==> config.mk <==
export PLATFORM = sky130hd
export DESIGN_NAME = rtp_ext_mid_rid_stripper
export DESIGN_NICKNAME = d
export VERILOG_FILES = /design/src/rtl/rmr_pkg.sv /design/src/rtl/rmr_front.sv /design/src/rtl/rmr_fifo.sv /design/src/rtl/rmr_back.sv /design/src/rtl/rtp_ext_mid_rid_stripper.sv
export SDC_FILE = /design/constraint.sdc
export NUM_CORES = 1
export LEC_CHECK = 0
export ABC_AREA = 1
export BUFFER_PORTS_ARGS = -buffer_cell sky130_fd_sc_hd__buf_2
export CAP_MARGIN = 20
export CORE_AREA = 3 3 136 138
export CTS_CLUSTER_SIZE = 12
export DETAILED_ROUTE_END_ITERATION = 6
export DIE_AREA = 0 0 139 141
export GPL_ROUTABILITY_DRIVEN = 0
export GPL_TIMING_DRIVEN = 1
export SLEW_MARGIN = 20
export SYNTH_ARGS = -nofsm -noshare
export SYNTH_HDL_FRONTEND = slang
export SYNTH_SLANG_ARGS = --single-unit
export TNS_END_PERCENT = 20
==> constraint.sdc <==
create_clock -name i_clk -period 2.9 [get_ports i_clk]
set_input_delay 0 -clock i_clk [delete_from_list [all_inputs] [get_ports i_clk]]
set_output_delay 0 -clock i_clk [all_outputs]
set_load 0.01 [all_outputs]
==> src/rtl/rmr_pkg.sv <==
`timescale 1ns / 1ps
`default_nettype none

package rmr_pkg;

    localparam int BYTE_W      = 8;
    localparam int OFFSET_W    = 18;
    localparam int WORDS_W     = 16;
    localparam int ELEM_W      = 5;
    localparam int KIND_W      = 2;
    localparam int MASK_W      = 15;
    localparam int PADDR_W     = 3;
    localparam int PDATA_W     = 32;
    localparam int MID_DEPTH   = 2;

    localparam logic [15:0]          PROFILE_ONE_BYTE = 16'hBEDE;
    localparam logic [3:0]           ID_MASK          = 4'hF;
    localparam logic [3:0]           ID_PAD           = 4'h0;
    localparam logic [OFFSET_W-1:0]  REGION_START     = OFFSET_W'(4);
    localparam logic [OFFSET_W-1:0]  OFFSET_MAX       = {OFFSET_W{1'b1}};

    localparam logic [KIND_W-1:0] KIND_VIDEO = 2'd0;
    localparam logic [KIND_W-1:0] KIND_AUDIO = 2'd1;
    localparam logic [KIND_W-1:0] KIND_OTHER = 2'd2;

    localparam logic REG_VIDEO_MASK = 1'b0;
    localparam logic REG_AUDIO_MASK = 1'b1;

    typedef struct packed {
        logic [BYTE_W-1:0] data_byte;
        logic              block_start;
        logic [KIND_W-1:0] media_kind;
        logic              last_byte;
    } t_in_word;

    typedef struct packed {
        logic [BYTE_W-1:0] out_byte;
        logic              out_last;
    } t_out_word;

    // classified byte handed from parser to output stage
    typedef struct packed {
        logic [BYTE_W-1:0] data_byte;
        logic              last_byte;
        logic              zero;
    } t_mid_word;

endpackage

`default_nettype wire

==> src/rtl/rmr_front.sv <==
`timescale 1ns / 1ps
`default_nettype none

module rmr_front (
    input  wire logic                         i_clk,
    input  wire logic                         i_rst_n,
    input  wire logic                         i_accept,
    input  wire rmr_pkg::t_in_word            i_in_word,
    input  wire logic [rmr_pkg::MASK_W-1:0]   i_video_mask,
    input  wire logic [rmr_pkg::MASK_W-1:0]   i_audio_mask,
    output rmr_pkg::t_mid_word                o_mid_word
);
    import rmr_pkg::*;

    logic [OFFSET_W-1:0] r_offset, n_offset;
    logic [BYTE_W-1:0]   r_prof_high, n_prof_high;
    logic                r_prof_match, n_prof_match;
    logic [WORDS_W-1:0]  r_words, n_words;
    logic [ELEM_W-1:0]   r_elem_left, n_elem_left;
    logic                r_elem_zero, n_elem_zero;
    logic                r_done, n_done;
    logic [KIND_W-1:0]   r_kind, n_kind;

    logic                zero;

    always_comb begin
        logic [OFFSET_W-1:0] off;
        logic [OFFSET_W-1:0] d;
        logic [3:0]          hdr_id;
        logic [3:0]          hdr_len;
        logic [MASK_W-1:0]   mask;
        logic                strip;

        n_offset     = r_offset;
        n_prof_high  = r_prof_high;
        n_prof_match = r_prof_match;
        n_words      = r_words;
        n_elem_left  = r_elem_left;
        n_elem_zero  = r_elem_zero;
        n_done       = r_done;
        n_kind       = r_kind;
        zero         = 1'b0;

        // a block start clears the per-block state before this byte is parsed
        if (i_in_word.block_start) begin
            n_offset     = '0;
            n_prof_high  = '0;
            n_prof_match = 1'b0;
            n_words      = '0;
            n_elem_left  = '0;
            n_elem_zero  = 1'b0;
            n_done       = 1'b0;
            n_kind       = i_in_word.media_kind;
        end

        off     = n_offset;
        d       = off - REGION_START;
        hdr_id  = i_in_word.data_byte[7:4];
        hdr_len = i_in_word.data_byte[3:0];
        mask    = (n_kind == KIND_VIDEO) ? i_video_mask : i_audio_mask;
        strip   = mask[hdr_id - 4'd1];

        priority if (off == OFFSET_W'(0)) begin
            n_prof_high = i_in_word.data_byte;
        end else if (off == OFFSET_W'(1)) begin
            n_prof_match = ({n_prof_high, i_in_word.data_byte} == PROFILE_ONE_BYTE);
        end else if (off == OFFSET_W'(2)) begin
            n_words = {i_in_word.data_byte, n_words[BYTE_W-1:0]};
            n_words[BYTE_W-1:0] = '0;
        end else if (off == OFFSET_W'(3)) begin
            n_words = {n_words[WORDS_W-1:BYTE_W], i_in_word.data_byte};
        end else begin
            if (n_prof_match && (n_kind < KIND_OTHER) && !n_done
                && (d < {n_words, 2'b00})) begin
                if (n_elem_left != '0) begin
                    zero        = n_elem_zero;
                    n_elem_left = n_elem_left - ELEM_W'(1);
                    if (n_elem_left == '0) begin
                        n_elem_zero = 1'b0;
                    end
                end else if (hdr_id == ID_MASK) begin
                    n_done = 1'b1;
                end else if (hdr_id != ID_PAD) begin
                    n_elem_zero = strip;
                    n_elem_left = ELEM_W'(hdr_len) + ELEM_W'(1);
                    zero        = strip;
                end
            end
        end

        // saturate the offset and stop parsing at the counter's end
        if (off != OFFSET_MAX) begin
            n_offset = off + OFFSET_W'(1);
        end else begin
            n_done      = 1'b1;
            n_elem_left = '0;
            n_elem_zero = 1'b0;
        end
    end

    always_ff @(posedge i_clk) begin
        if (!i_rst_n) begin
            r_offset     <= '0;
            r_prof_high  <= '0;
            r_prof_match <= 1'b0;
            r_words      <= '0;
            r_elem_left  <= '0;
            r_elem_zero  <= 1'b0;
            r_done       <= 1'b0;
            r_kind       <= KIND_OTHER;
        end else if (i_accept) begin
            r_offset     <= n_offset;
            r_prof_high  <= n_prof_high;
            r_prof_match <= n_prof_match;
            r_words      <= n_words;
            r_elem_left  <= n_elem_left;
            r_elem_zero  <= n_elem_zero;
            r_done       <= n_done;
            r_kind       <= n_kind;
        end
    end

    assign o_mid_word.data_byte = i_in_word.data_byte;
    assign o_mid_word.last_byte = i_in_word.last_byte;
    assign o_mid_word.zero      = zero;

endmodule

`default_nettype wire

==> src/rtl/rmr_fifo.sv <==
`timescale 1ns / 1ps
`default_nettype none

module rmr_fifo #(
    parameter int DEPTH = rmr_pkg::MID_DEPTH
) (
    input  wire logic                 i_clk,
    input  wire logic                 i_rst_n,
    input  wire logic                 i_wr,
    input  wire rmr_pkg::t_mid_word   i_wr_word,
    output logic                      o_full,
    input  wire logic                 i_rd,
    output rmr_pkg::t_mid_word        o_rd_word,
    output logic                      o_valid
);
    import rmr_pkg::*;

    localparam int PTR_W = (DEPTH > 1) ? $clog2(DEPTH) : 1;
    localparam int CNT_W = $clog2(DEPTH + 1);

    t_mid_word          r_mem [DEPTH];
    logic [PTR_W-1:0]   r_wr_ptr, r_rd_ptr;
    logic [CNT_W-1:0]   r_count;

    function automatic logic [PTR_W-1:0] ptr_inc(input logic [PTR_W-1:0] p);
        if (p == PTR_W'(DEPTH - 1)) begin
            return '0;
        end
        return p + PTR_W'(1);
    endfunction

    always_ff @(posedge i_clk) begin
        if (i_wr) begin
            r_mem[r_wr_ptr] <= i_wr_word;
        end
    end

    always_ff @(posedge i_clk) begin
        if (!i_rst_n) begin
            r_wr_ptr <= '0;
            r_rd_ptr <= '0;
            r_count  <= '0;
        end else begin
            if (i_wr) begin
                r_wr_ptr <= ptr_inc(r_wr_ptr);
            end
            if (i_rd) begin
                r_rd_ptr <= ptr_inc(r_rd_ptr);
            end
            unique case ({i_wr, i_rd})
                2'b10:   r_count <= r_count + CNT_W'(1);
                2'b01:   r_count <= r_count - CNT_W'(1);
                default: r_count <= r_count;
            endcase
        end
    end

    assign o_full    = (r_count == CNT_W'(DEPTH));
    assign o_valid   = (r_count != '0);
    assign o_rd_word = r_mem[r_rd_ptr];

endmodule

`default_nettype wire

==> src/rtl/rmr_back.sv <==
`timescale 1ns / 1ps
`default_nettype none

module rmr_back (
    input  wire logic                 i_clk,
    input  wire logic                 i_rst_n,
    input  wire logic                 i_mid_valid,
    input  wire rmr_pkg::t_mid_word   i_mid_word,
    output logic                      o_mid_rd,
    input  wire logic                 i_pop,
    output logic                      o_empty,
    output rmr_pkg::t_out_word        o_out_word
);
    import rmr_pkg::*;

    logic      r_valid;
    t_out_word r_word;

    // advance when the output slot is free or being taken
    assign o_mid_rd = i_mid_valid && (!r_valid || i_pop);

    always_ff @(posedge i_clk) begin
        if (!i_rst_n) begin
            r_valid <= 1'b0;
        end else if (o_mid_rd) begin
            r_valid <= 1'b1;
        end else if (i_pop) begin
            r_valid <= 1'b0;
        end
    end

    always_ff @(posedge i_clk) begin
        if (o_mid_rd) begin
            r_word.out_byte <= i_mid_word.zero ? '0 : i_mid_word.data_byte;
            r_word.out_last <= i_mid_word.last_byte;
        end
    end

    assign o_empty    = !r_valid;
    assign o_out_word = r_word;

endmodule

`default_nettype wire

==> src/rtl/rtp_ext_mid_rid_stripper.sv <==
// Data path: a pushed byte is written into the queue, then moved into the output register on the result ports.
// Throughput: one byte per cycle while the queue is not full; the parser state updates once per accepted byte.
// The two-entry queue between parser and output register absorbs result stalls.
// Reset (synchronous, active low): clears masks, parser state, the queue and the output register;
// latched media kind resets to "other".
`timescale 1ns / 1ps
`default_nettype none

module rtp_ext_mid_rid_stripper #(
    parameter int MID_DEPTH = rmr_pkg::MID_DEPTH
) (
    input  wire logic                          i_clk,
    input  wire logic                          i_rst_n,
    input  wire logic                          push,
    output logic                               full,
    input  wire rmr_pkg::t_in_word             i_in_word,
    output logic                               empty,
    input  wire logic                          pop,
    output rmr_pkg::t_out_word                 o_out_word,
    input  wire logic                          psel,
    input  wire logic                          penable,
    input  wire logic                          pwrite,
    input  wire logic [rmr_pkg::PADDR_W-1:0]   paddr,
    input  wire logic [rmr_pkg::PDATA_W-1:0]   pwdata,
    output logic [rmr_pkg::PDATA_W-1:0]        prdata,
    output logic                               pready
);
    import rmr_pkg::*;

    logic [MASK_W-1:0] r_video_mask;
    logic [MASK_W-1:0] r_audio_mask;
    logic              cfg_wr;
    logic              accept;
    t_mid_word         mid_wr_word;
    t_mid_word         mid_rd_word;
    logic              mid_full;
    logic              mid_valid;
    logic              mid_rd;

    assign pready = 1'b1;
    assign cfg_wr = psel && penable && pwrite;

    always_ff @(posedge i_clk) begin
        if (!i_rst_n) begin
            r_video_mask <= '0;
            r_audio_mask <= '0;
        end else if (cfg_wr) begin
            unique case (paddr[2])
                REG_VIDEO_MASK: r_video_mask <= pwdata[MASK_W-1:0];
                REG_AUDIO_MASK: r_audio_mask <= pwdata[MASK_W-1:0];
                default:        r_video_mask <= r_video_mask;
            endcase
        end
    end

    always_comb begin
        unique case (paddr[2])
            REG_VIDEO_MASK: prdata = PDATA_W'(r_video_mask);
            REG_AUDIO_MASK: prdata = PDATA_W'(r_audio_mask);
            default:        prdata = '0;
        endcase
    end

    assign full   = mid_full;
    assign accept = push && !mid_full;

    rmr_front u_front (
        .i_clk        (i_clk),
        .i_rst_n      (i_rst_n),
        .i_accept     (accept),
        .i_in_word    (i_in_word),
        .i_video_mask (r_video_mask),
        .i_audio_mask (r_audio_mask),
        .o_mid_word   (mid_wr_word)
    );

    rmr_fifo #(
        .DEPTH (MID_DEPTH)
    ) u_fifo (
        .i_clk     (i_clk),
        .i_rst_n   (i_rst_n),
        .i_wr      (accept),
        .i_wr_word (mid_wr_word),
        .o_full    (mid_full),
        .i_rd      (mid_rd),
        .o_rd_word (mid_rd_word),
        .o_valid   (mid_valid)
    );

    rmr_back u_back (
        .i_clk       (i_clk),
        .i_rst_n     (i_rst_n),
        .i_mid_valid (mid_valid),
        .i_mid_word  (mid_rd_word),
        .o_mid_rd    (mid_rd),
        .i_pop       (pop),
        .o_empty     (empty),
        .o_out_word  (o_out_word)
    );

endmodule

`default_nettype wire

* Word-level counts from Yosys, hierarchy flattened *
Memories as Yosys holds them, arrays and structs flattened. A register that Yosys moved wholly into a read port is not among the register bits.
Index checks and enable logic that the tools add are counted.
W data, S select, Z words.

word-level totals
  register bits = 96
  bits in writable memories = 20
  output and inout port bits = 44
  memories kept = 1

cells by class
  add/sub/neg operators = 9
  order comparisons = 3
  eq/ne operators = 9
  mux-type cells = 72
  bitwise logic cells = 1
  reduce and logical (&&, ||, !) cells = 21

memory list
  memory        words  width  rd ports  clocked after memory_dff  wr ports  line            RTL
  u_fifo.r_mem  2      10     1         1                         1         rmr_fifo.sv:21  t_mid_word r_mem [DEPTH];

operator list
  operator                 count
  $mux W16                 4
  $pmux W32 S2             1
  $mux W5                  10
  $mux W1                  48
  $eq A18 B2 Y1 const B    2
  $mux W18                 2
  $mux W8                  3
  $add A18 B1 Y18 const B  1
  $eq A18 B1 Y1 const B    1
  $logic_not A18 Y1        1
  $lt A18 B18 Y1           1
  $ne A18 B18 Y1 const B   1
  $sub A18 B3 Y18 const B  1
  $eq A16 B16 Y1 const B   1
  $mux W15                 1
  $logic_and A1 B1 Y1      7
  $reduce_bool A2 Y1       3
  $add A4 B1 Y5 const B    1
  $logic_not A5 Y1         1
  $lt A4 B5 Y1 const B     1
  $reduce_bool A5 Y1       1
  $sub A5 B1 Y5 const B    1
  $bmux W1 S4              1
  $eq A2 B2 Y1 const B     2
  15 further kinds         19

* Depth between registers and ports, before layout *
Gate-level depths: netlist of the first run.

  depth in word-level cells = 14
  mapped depth = 24
  gate-level depth less buffers = 23

* Cells and area by module *
From an unflattened synthesis of the first run, not the netlist that was laid out.

unflattened totals
  cells, all modules = 1,062
  area total of the unflattened synthesis = 7,260.7 µm²

modules (own cells, without submodules)
  module                    instances  cells an instance  area an instance (µm²)  seq. area each (µm²)
  rmr_front                 1          709                4,322.9                 1,041.0
  rtp_ext_mid_rid_stripper  1          253                1,555.2                 600.6
  rmr_fifo                  1          66                 988.4                   700.7
  rmr_back                  1          34                 394.1                   290.3

* Worst setup path after synthesis of the first run *
No wires, ideal clock.

  kind = flip-flop to flip-flop
  start point = reg u_front.r_offset[8]
  end point = reg u_front.r_elem_left[4]
  setup time = 0.132 ns
  arrival = 2.799 ns
  data required time = 2.768 ns
  path slack = -0.032 ns
  cell stages (with the launch flop) = 22
  buffers on the path = 0
  cells stage by stage = dfxtp_1 > inv_1 > nor2_1 > nor3_2 > nand3_1 > nor3b_2 > nand3_1 > nor3_2 > nand3_1 > xor2_1 > ha_1 > nand2_1 > nand2_1 > nor3_1 > nor3b_2 > nand3_2 > nor2_4 > nand2_8 > inv_4 > nand3_1 > nand2_1 > a21oi_1

on the way
  word-level cells in the longest chain between the ends = 10
  elaborated cells on any way between the ends = 15
  classes of those cells = 1 x add/sub; 1 x order compare; 4 x eq/ne; 7 x mux; 2 x reduce/logical

RTL lines
  element                   line              RTL
  start: declaration        rmr_front.sv:15   logic [OFFSET_W-1:0] r_offset, n_offset;
  start signal: assignment  rmr_front.sv:112  r_offset <= n_offset;
  $mux W18 *                rmr_front.sv:45   if (i_in_word.block_start) begin
  $sub A18 B3 Y18           rmr_front.sv:57   d = off - REGION_START;
  $lt A18 B18 Y1            rmr_front.sv:74   && (d < {n_words, 2'b00})) begin
  $logic_and A1 B1 Y1       rmr_front.sv:74
  $mux W5                   rmr_front.sv:73   if (n_prof_match && (n_kind < KIND_OTHER) && !n_done
  $mux W5                   rmr_front.sv:70   end else if (off == OFFSET_W'(3)) begin
  $mux W5                   rmr_front.sv:67   end else if (off == OFFSET_W'(2)) begin
  $mux W5                   rmr_front.sv:65   end else if (off == OFFSET_W'(1)) begin
  $mux W5                   rmr_front.sv:63   priority if (off == OFFSET_W'(0)) begin
  $mux W5 *                 rmr_front.sv:92   if (off != OFFSET_MAX) begin
  end signal: assignment    rmr_front.sv:116  r_elem_left <= n_elem_left;
  end: declaration          rmr_front.sv:19   logic [ELEM_W-1:0] r_elem_left, n_elem_left;

Mark *: on every way between the ends. The rest lies on a longest branch, timed or not.
A chain may end at the register's enable or synchronous reset.

* Worst setup path after layout of the first run *
  start point = reg u_front.r_offset[2]
  end point = reg u_front.r_elem_zero

on the way
  word-level cells in the longest chain between the ends = 10
  elaborated cells on any way between the ends = 15
  classes of those cells = 1 x add/sub; 1 x order compare; 4 x eq/ne; 7 x mux; 2 x reduce/logical

RTL lines
  element                 line              RTL
  $mux W18 *              rmr_front.sv:45
  $sub A18 B3 Y18         rmr_front.sv:57
  $lt A18 B18 Y1          rmr_front.sv:74
  $logic_and A1 B1 Y1     rmr_front.sv:74
  $mux W1                 rmr_front.sv:73
  $mux W1                 rmr_front.sv:70
  $mux W1                 rmr_front.sv:67
  $mux W1                 rmr_front.sv:65
  $mux W1                 rmr_front.sv:63
  $mux W1 *               rmr_front.sv:92
  end signal: assignment  rmr_front.sv:117  r_elem_zero <= n_elem_zero;
  end: declaration        rmr_front.sv:20   logic r_elem_zero, n_elem_zero;

Marked as above.

==> flow_summary.toml, run 1 <==
[outcome]
status = "finished, violations left"
failed_checks = "negative setup slack"

[drt]
drc = 0
ant_nets = 0
routed_via_density = 5.08
route.vias.total = 6750
first_iter_violations = 449
dr.pass1.iters = 7
wl_per_cell_microns = 14.5
totalWireLength_microns = 19200

[global_routing]
overflow = 0
grt_max_degree = 48
grt_usage_pct = 19.9
grt_pass1_wl_microns = 31700
antenna_found_initial = 0
grt_pass1_vias = 6424

[timing]
slew_viol_final = 0
fin_ws_ps = -273
fin_worst_skew_ps = 7.44
rsz0062_at_grt = "yes"
fin_crit_ps = 3170
worst_slew_pin_slew_ps = 862
relSlewSlack_pct = 42.5
fmax_mhz = 315
setup_violations = 9
hold_violations = 0
finalCritPeriodShare_pct = 109

[critical_path]
rr_startpoint = "u_front.r_offset[2]"
crit_fanout = 8
cp-end-kind = "flip-flop"
cpPeakStageDelay_ps = 330
worst_r2r_endpoint = "u_front.r_elem_zero"
slowest_stage = "dfxtp_2"
cp_common_cell = "nand3_2"
crit_path_cell_trace = "nand2_4 > inv_4 > nor3_4 > nand3_2 > nor3b_4 > nand3_2 > nor3_4 > nand3_2 > xor2_1 > ha_1 > nand2_1 > nor2_1 > nor3_1 > nor3b_2 > nand3_2 > nor2_4 > nand2_8 > inv_8 > nand2_1 > nand2_1 > a21oi_2"
ff2ff_setup_slack_ps = -270
crit_type = "reg2reg"
cp-start-kind = "flip-flop"
r2r_cells = 21
cp.required_ps = 3170
arrival_ps = 3440

[logic_synthesis]
synth_top_area_share_pct = 24.9
yosysSeqAreaShare_pct = 37.2
synth.top_cells.by_area = "dfxtp_1 (25%), edfxtp_1 (12%), nand2_1 (11%)"
async_flop_share_pct = 0
synth_cell_types = 51
yosys_warnings = 0
ys_seq_elements = 117
synthFlopType = "dfxtp_1"
yosys.area.top_type = "dfxtp_1"
avgSynthCellArea_sq_um = 7.26
synthCells = 973
synth_edf_count = 29
synth_area_sq_um = 7070

[place]
place_inst = 1267
place_ws_ps = -201
dp_hpwl_microns = 13100
io_buffers = 60

[floorplanning]
core_area_sq_um = 17300
start_util_pct = 40.9
die_h_microns = 141
num_rows = 48
die_area_sq_um = 19600
die_w_microns = 139
ioPinCount = 98

[power_and_ir_drop]
p_per_area_nw_per_um2 = 598
p_leak_nw = 3.83
total_power_mw = 5.26
irDropWorstVdd_mv = 0.455

[clock_network]
cts_root_buffer = "clkbuf_16"
cts_made_buffers = 17
clk_path_buf_depth = 2
cts.sinks = 117
clk_pin_slew_ps = 60
clk_latency_ps = 420
ctsHtreeMaxLevel = 4
cts_tree = "yes"

[min_path]
hold_end = "u_fifo.r_mem[0][6]"
holdCritPathClass = "in2reg"
whs_path_depth = 2
hold_start = "i_in_word[8]"

[layout]
nets = 1174
drive_gt1_share_pct = 21.2
layout.cells.non_filler = 1329
area_growth_syn_to_layout_pct = 24.5
diodes = 0
mostFrequentLayoutCell = "nand2_1"
mostFrequentLayoutCells = "nand2_1 (197), nor2_1 (121), dfxtp_1 (87), inv_1 (86), o21ai_0 (73)"
fillers = 1726

[run]
drv_cap = 0
worst max path at each step:
stage                     cells after the start                start                     end  slack, ps
after floorplan                              21  u_front.r_offset[8]  u_front.r_elem_left[4]        -30
after CTS                                    21  u_front.r_offset[8]  u_front.r_elem_left[0]       -230
after detailed placement                     21  u_front.r_offset[5]  u_front.r_elem_left[0]       -200
final                                        21  u_front.r_offset[2]     u_front.r_elem_zero       -270
after global placement                       21  u_front.r_offset[8]  u_front.r_elem_left[4]       -160
after global routing                         21  u_front.r_offset[2]     u_front.r_elem_zero       -520
flip-flops by register name, summed over array words and instances, names as in the netlist, named ones only:
name and count:
r_audio_mask 15, r_video_mask 15, u_back.o_out_word 9, u_back.r_valid 1, u_fifo.r_count 2, u_fifo.r_mem 20, u_fifo.r_rd_ptr 1, u_fifo.r_wr_ptr 1
u_front.r_done 1, u_front.r_elem_left 5, u_front.r_elem_zero 1, u_front.r_kind 2, u_front.r_offset 18, u_front.r_prof_high 8, u_front.r_prof_match 1, u_front.r_words 16
worst max-delay path, delay by kind of cell, from the launching register on:
kind | cells | cell delay [ps]
AOI/OAI and AO/OA | 1 | 50
xor gates and xnor gates | 1 | 160
adders and majority gates | 1 | 290
buffers and inverters | 2 | 130
DFF | 1 | 330
and+or+nand+nor | 16 | 2050
timing repair:
action / CTS / global route
buffers inserted: 1 / 4
pin swaps: 2 / 18
gates resized for setup: 4 / 26
hold buffers: 25 / 0
endpoints found under the setup margin: 9 / 9
hold endpoints to repair: 52 / 0
layout make-up:
| cell class | count | area, sq um | share of cell area [%] |
|---|---|---|---|
| multi-input cells | 712 | 3930 | 44.6 |
| flip-flops and latches | 117 | 2630 | 29.9 |
| repair buffers | 140 | 980 | 11.1 |
| clock buffers | 17 | 425 | 4.84 |
| inverters | 103 | 399 | 4.54 |
| well taps | 225 | 282 | 3.20 |
| clock inverters | 15 | 154 | 1.75 |
stage by stage:
stage                     hold slack, ps  setup TNS, ps  cell area, sq um  utilization [%]
after floorplan                     98.9           -148              7130                -
after global placement               195           -955              7790             45.1
after detailed placement             198          -1460              7790             45.1
after CTS                           73.1          -1780              8640             50.0
after global routing                84.2          -4330              8800             50.9
final                               90.2          -2160              8800             50.9
cell usage after synthesis, types with 3 or more instances:
master and number:
nor2_2 5, a221oi_1 5, dfxtp_1 88, nor2_1 123
inv_2 13, nor3b_2 3, nor2_4 5, buf_2 5
clkbuf_1 25, edfxtp_1 29, xor2_1 14, buf_1 5
a31oi_1 4, mux2_2 9, nand2_4 4, a21oi_2 3
nand3_1 72, a21oi_1 70, nand3_2 3, nand4_1 10
xnor2_1 5, nand2_2 7, a211oi_1 4, nor3_2 3
nor3_1 14, buf_6 3, o211ai_1 5, o21ai_1 5
o21ai_0 73, inv_1 87, buf_4 19, nand2_1 200
ha_1 29
per-layer routing:
| metal | vias up | GRT usage [%] | share of wire (%) |
|---|---|---|---|
| li1 | 3423 | - | - |
| met1 | 3112 | 26.9 | 47 |
| met2 | 191 | 32.5 | 47 |
| met5 | - | 0 | 0 |
| met3 | 24 | 3.46 | 4.6 |
| met4 | 0 | 6.54 | 1.3 |
cell families (layout without fill, tap and decap cells):
group | count (synthesis) | in the layout | share of synthesized area (%)
adders and majority gates | 29 | 29 | 5.13
and+or+nand+nor | 459 | 459 | 29.8
DFF | 117 | 117 | 37.2
buffers and inverters | 160 | 275 | 9.98
AOI/OAI and AO/OA | 177 | 177 | 13.8
other | 2 | 18 | 0.106
muxes | 10 | 10 | 1.58
xor gates and xnor gates | 19 | 19 | 2.35
power breakdown:
group | switching, mW | total, mW | internal (mW)
clock | 0.925 | 2.07 | 1.15
sequential | 0.109 | 2.03 | 1.92
combinational | 0.737 | 1.16 | 0.422
total | 1.77 | 5.26 | 3.49
Power figures use the tool's default switching activity.
==> inputs of run 2 (changes only) <==
--- a/config.mk
+++ b/config.mk
@@ -9,6 +9,7 @@
 export BUFFER_PORTS_ARGS = -buffer_cell sky130_fd_sc_hd__buf_2
 export CAP_MARGIN = 20
 export CORE_AREA = 3 3 136 138
+export CTS_BUF_LIST = sky130_fd_sc_hd__clkbuf_8
 export CTS_CLUSTER_SIZE = 12
 export DETAILED_ROUTE_END_ITERATION = 6
 export DIE_AREA = 0 0 139 141
==> flow_summary.toml, run 2 (same netlist as run 1, synthesis figures left out) <==
[outcome]
status = "finished, violations left"
failed_checks = "negative setup slack"

[timing]
whs_ps = 57.1
relSlewSlack_pct = 44.6
finalCritPeriodShare_pct = 103
setup_violations = 9
hold_violations = 0
slew_viol_final = 0
fin_crit_ps = 2990
tns_ps = -529
worst_slew_pin_slew_ps = 830
fmax_mhz = 334
rsz0062_at_grt = "yes"
fin_worst_skew_ps = 5.55
fin_ws_ps = -92.7

[power_and_ir_drop]
p_per_area_nw_per_um2 = 549
irDropWorstVdd_mv = 0.318
total_power_mw = 4.69
p_leak_nw = 3.73

[layout]
final_core_utilization_pct = 49.3
largest_reg_flops = 20
seqCellArea_sq_um = 2640
regMostFlops = "u_fifo.r_mem"
area_growth_syn_to_layout_pct = 20.7
fillers = 1747
multiInputGateArea_sq_um = 3860
fin_area_sq_um = 8530
nets = 1174
diodes = 0
layout.cells.non_filler = 1329
mostFrequentLayoutCells = "nand2_1 (199), nor2_1 (120), dfxtp_1 (86), inv_1 (85), o21ai_0 (72)"
mostFrequentLayoutCell = "nand2_1"
drive_gt1_share_pct = 20.7
top_regs = "u_fifo.r_mem x20, u_front.r_offset x18, u_front.r_words x16"

[critical_path]
cp-end-kind = "flip-flop"
crit_type = "reg2reg"
cp-start-kind = "flip-flop"
arrival_ps = 3300
crit_fanout = 8
cp.required_ps = 3210

[drt]
routed_via_density = 5.07
dr.pass1.iters = 7
totalWireLength_microns = 19100
ant_nets = 0
first_iter_violations = 514
drc = 0
wl_per_cell_microns = 14.3
route.vias.total = 6732

[global_routing]
grt_max_degree = 48
overflow = 0
grt_use_met1_pct = 26.7
use_met3_pct = 3.09
grt_usage_pct = 19.7
grt.busiest_layer = "met2"
grt_pass1_wl_microns = 31500
antenna_found_initial = 0
grt_pass1_vias = 6425
met2_usage_pct = 32.3

[clock_network]
cts_made_buffers = 17
clk_pin_slew_ps = 90
clk_latency_ps = 450
cts_tree = "yes"
cts_root_buffer = "clkbuf_8"
clk_path_buf_depth = 2
ctsHtreeMaxLevel = 4
cts.sinks = 117

[place]
placed_area_sq_um = 7790
dp_hpwl_microns = 13100
place_inst = 1267
io_buffers = 60
place_ws_ps = -201

[floorplanning]
die_area_sq_um = 19600
die_w_microns = 139
die_h_microns = 141
start_util_pct = 40.9
ioPinCount = 98
num_rows = 48
core_area_sq_um = 17300

[run]
drv_cap = 0

[min_path]
holdCritPathClass = "in2reg"
## run 2: cell types whose count changed in the layout (fill, tap and decap cells not counted), moves of 2 or more
cell and change:
clkbuf_16 -17, inv_2 +2, nor3_2 +2, nand3_1 +3, nand2_2 -2, nor3_4 -2
clkbuf_8 +17, nand3_2 -3, nand2_1 +2, a21oi_1 +2
## run 2: worst paths after layout
| kind | from | endpoint | slack, ps | cells after the start |
|---|---|---|---|---|
| setup / recovery | u_front.r_offset[8] | u_front.r_elem_left[4] | -90 | 21 |
| hold / removal | i_in_word[8] | u_fifo.r_mem[0][6] | 60 | 2 |
| setup reg to reg | u_front.r_offset[8] | u_front.r_elem_left[4] | -90 | 21 |
| hold reg to reg | u_fifo.r_rd_ptr | flip-flop | 460 | 1 |
## run 2: layout make-up
cell class	count	share of cell area [%]
clock buffer	17	2.74
clock inverter	15	1.80
inverter	103	4.65
multi-input combinational	712	45.2
sequential	117	30.9
tap	225	3.30
timing repair buffer	140	11.4
## run 2: what timing repair did
item	CTS	global route
setup endpoints to repair	9	9
gates resized for setup	4	16
pin swaps	2	4
setup buffers	4	1
hold buffers	25	0
endpoints found under the hold margin	56	0
## run 2: power by group
group          switching, mW  total [mW]  internal [mW]
Combinational          0.732        1.15          0.421
Sequential             0.108        2.02           1.92
Clock                  0.866        1.51          0.643
## run 2: metal layers
layer	up-vias	routed length, microns
li1	3415	-
met1	3102	8920
met2	196	8860
met3	19	990
met4	0	286
met5	-	0
## run 2: worst max-delay path: stages, from the launching register on
cell,delay [ps]
dfxtp_2,330
inv_2,50
nor2_2,40
nor3_2,200
nand3_2,140
nor3b_4,230
nand3_2,110
nor3_2,140
nand3_1,100
xor2_1,150
ha_1,290
nand2_1,70
nand2_1,50
nor3_1,140
nor3b_2,190
nand3_2,110
nor2_4,140
nand2_8,100
inv_8,80
nand3_1,60
nand2_1,80
a21oi_2,50
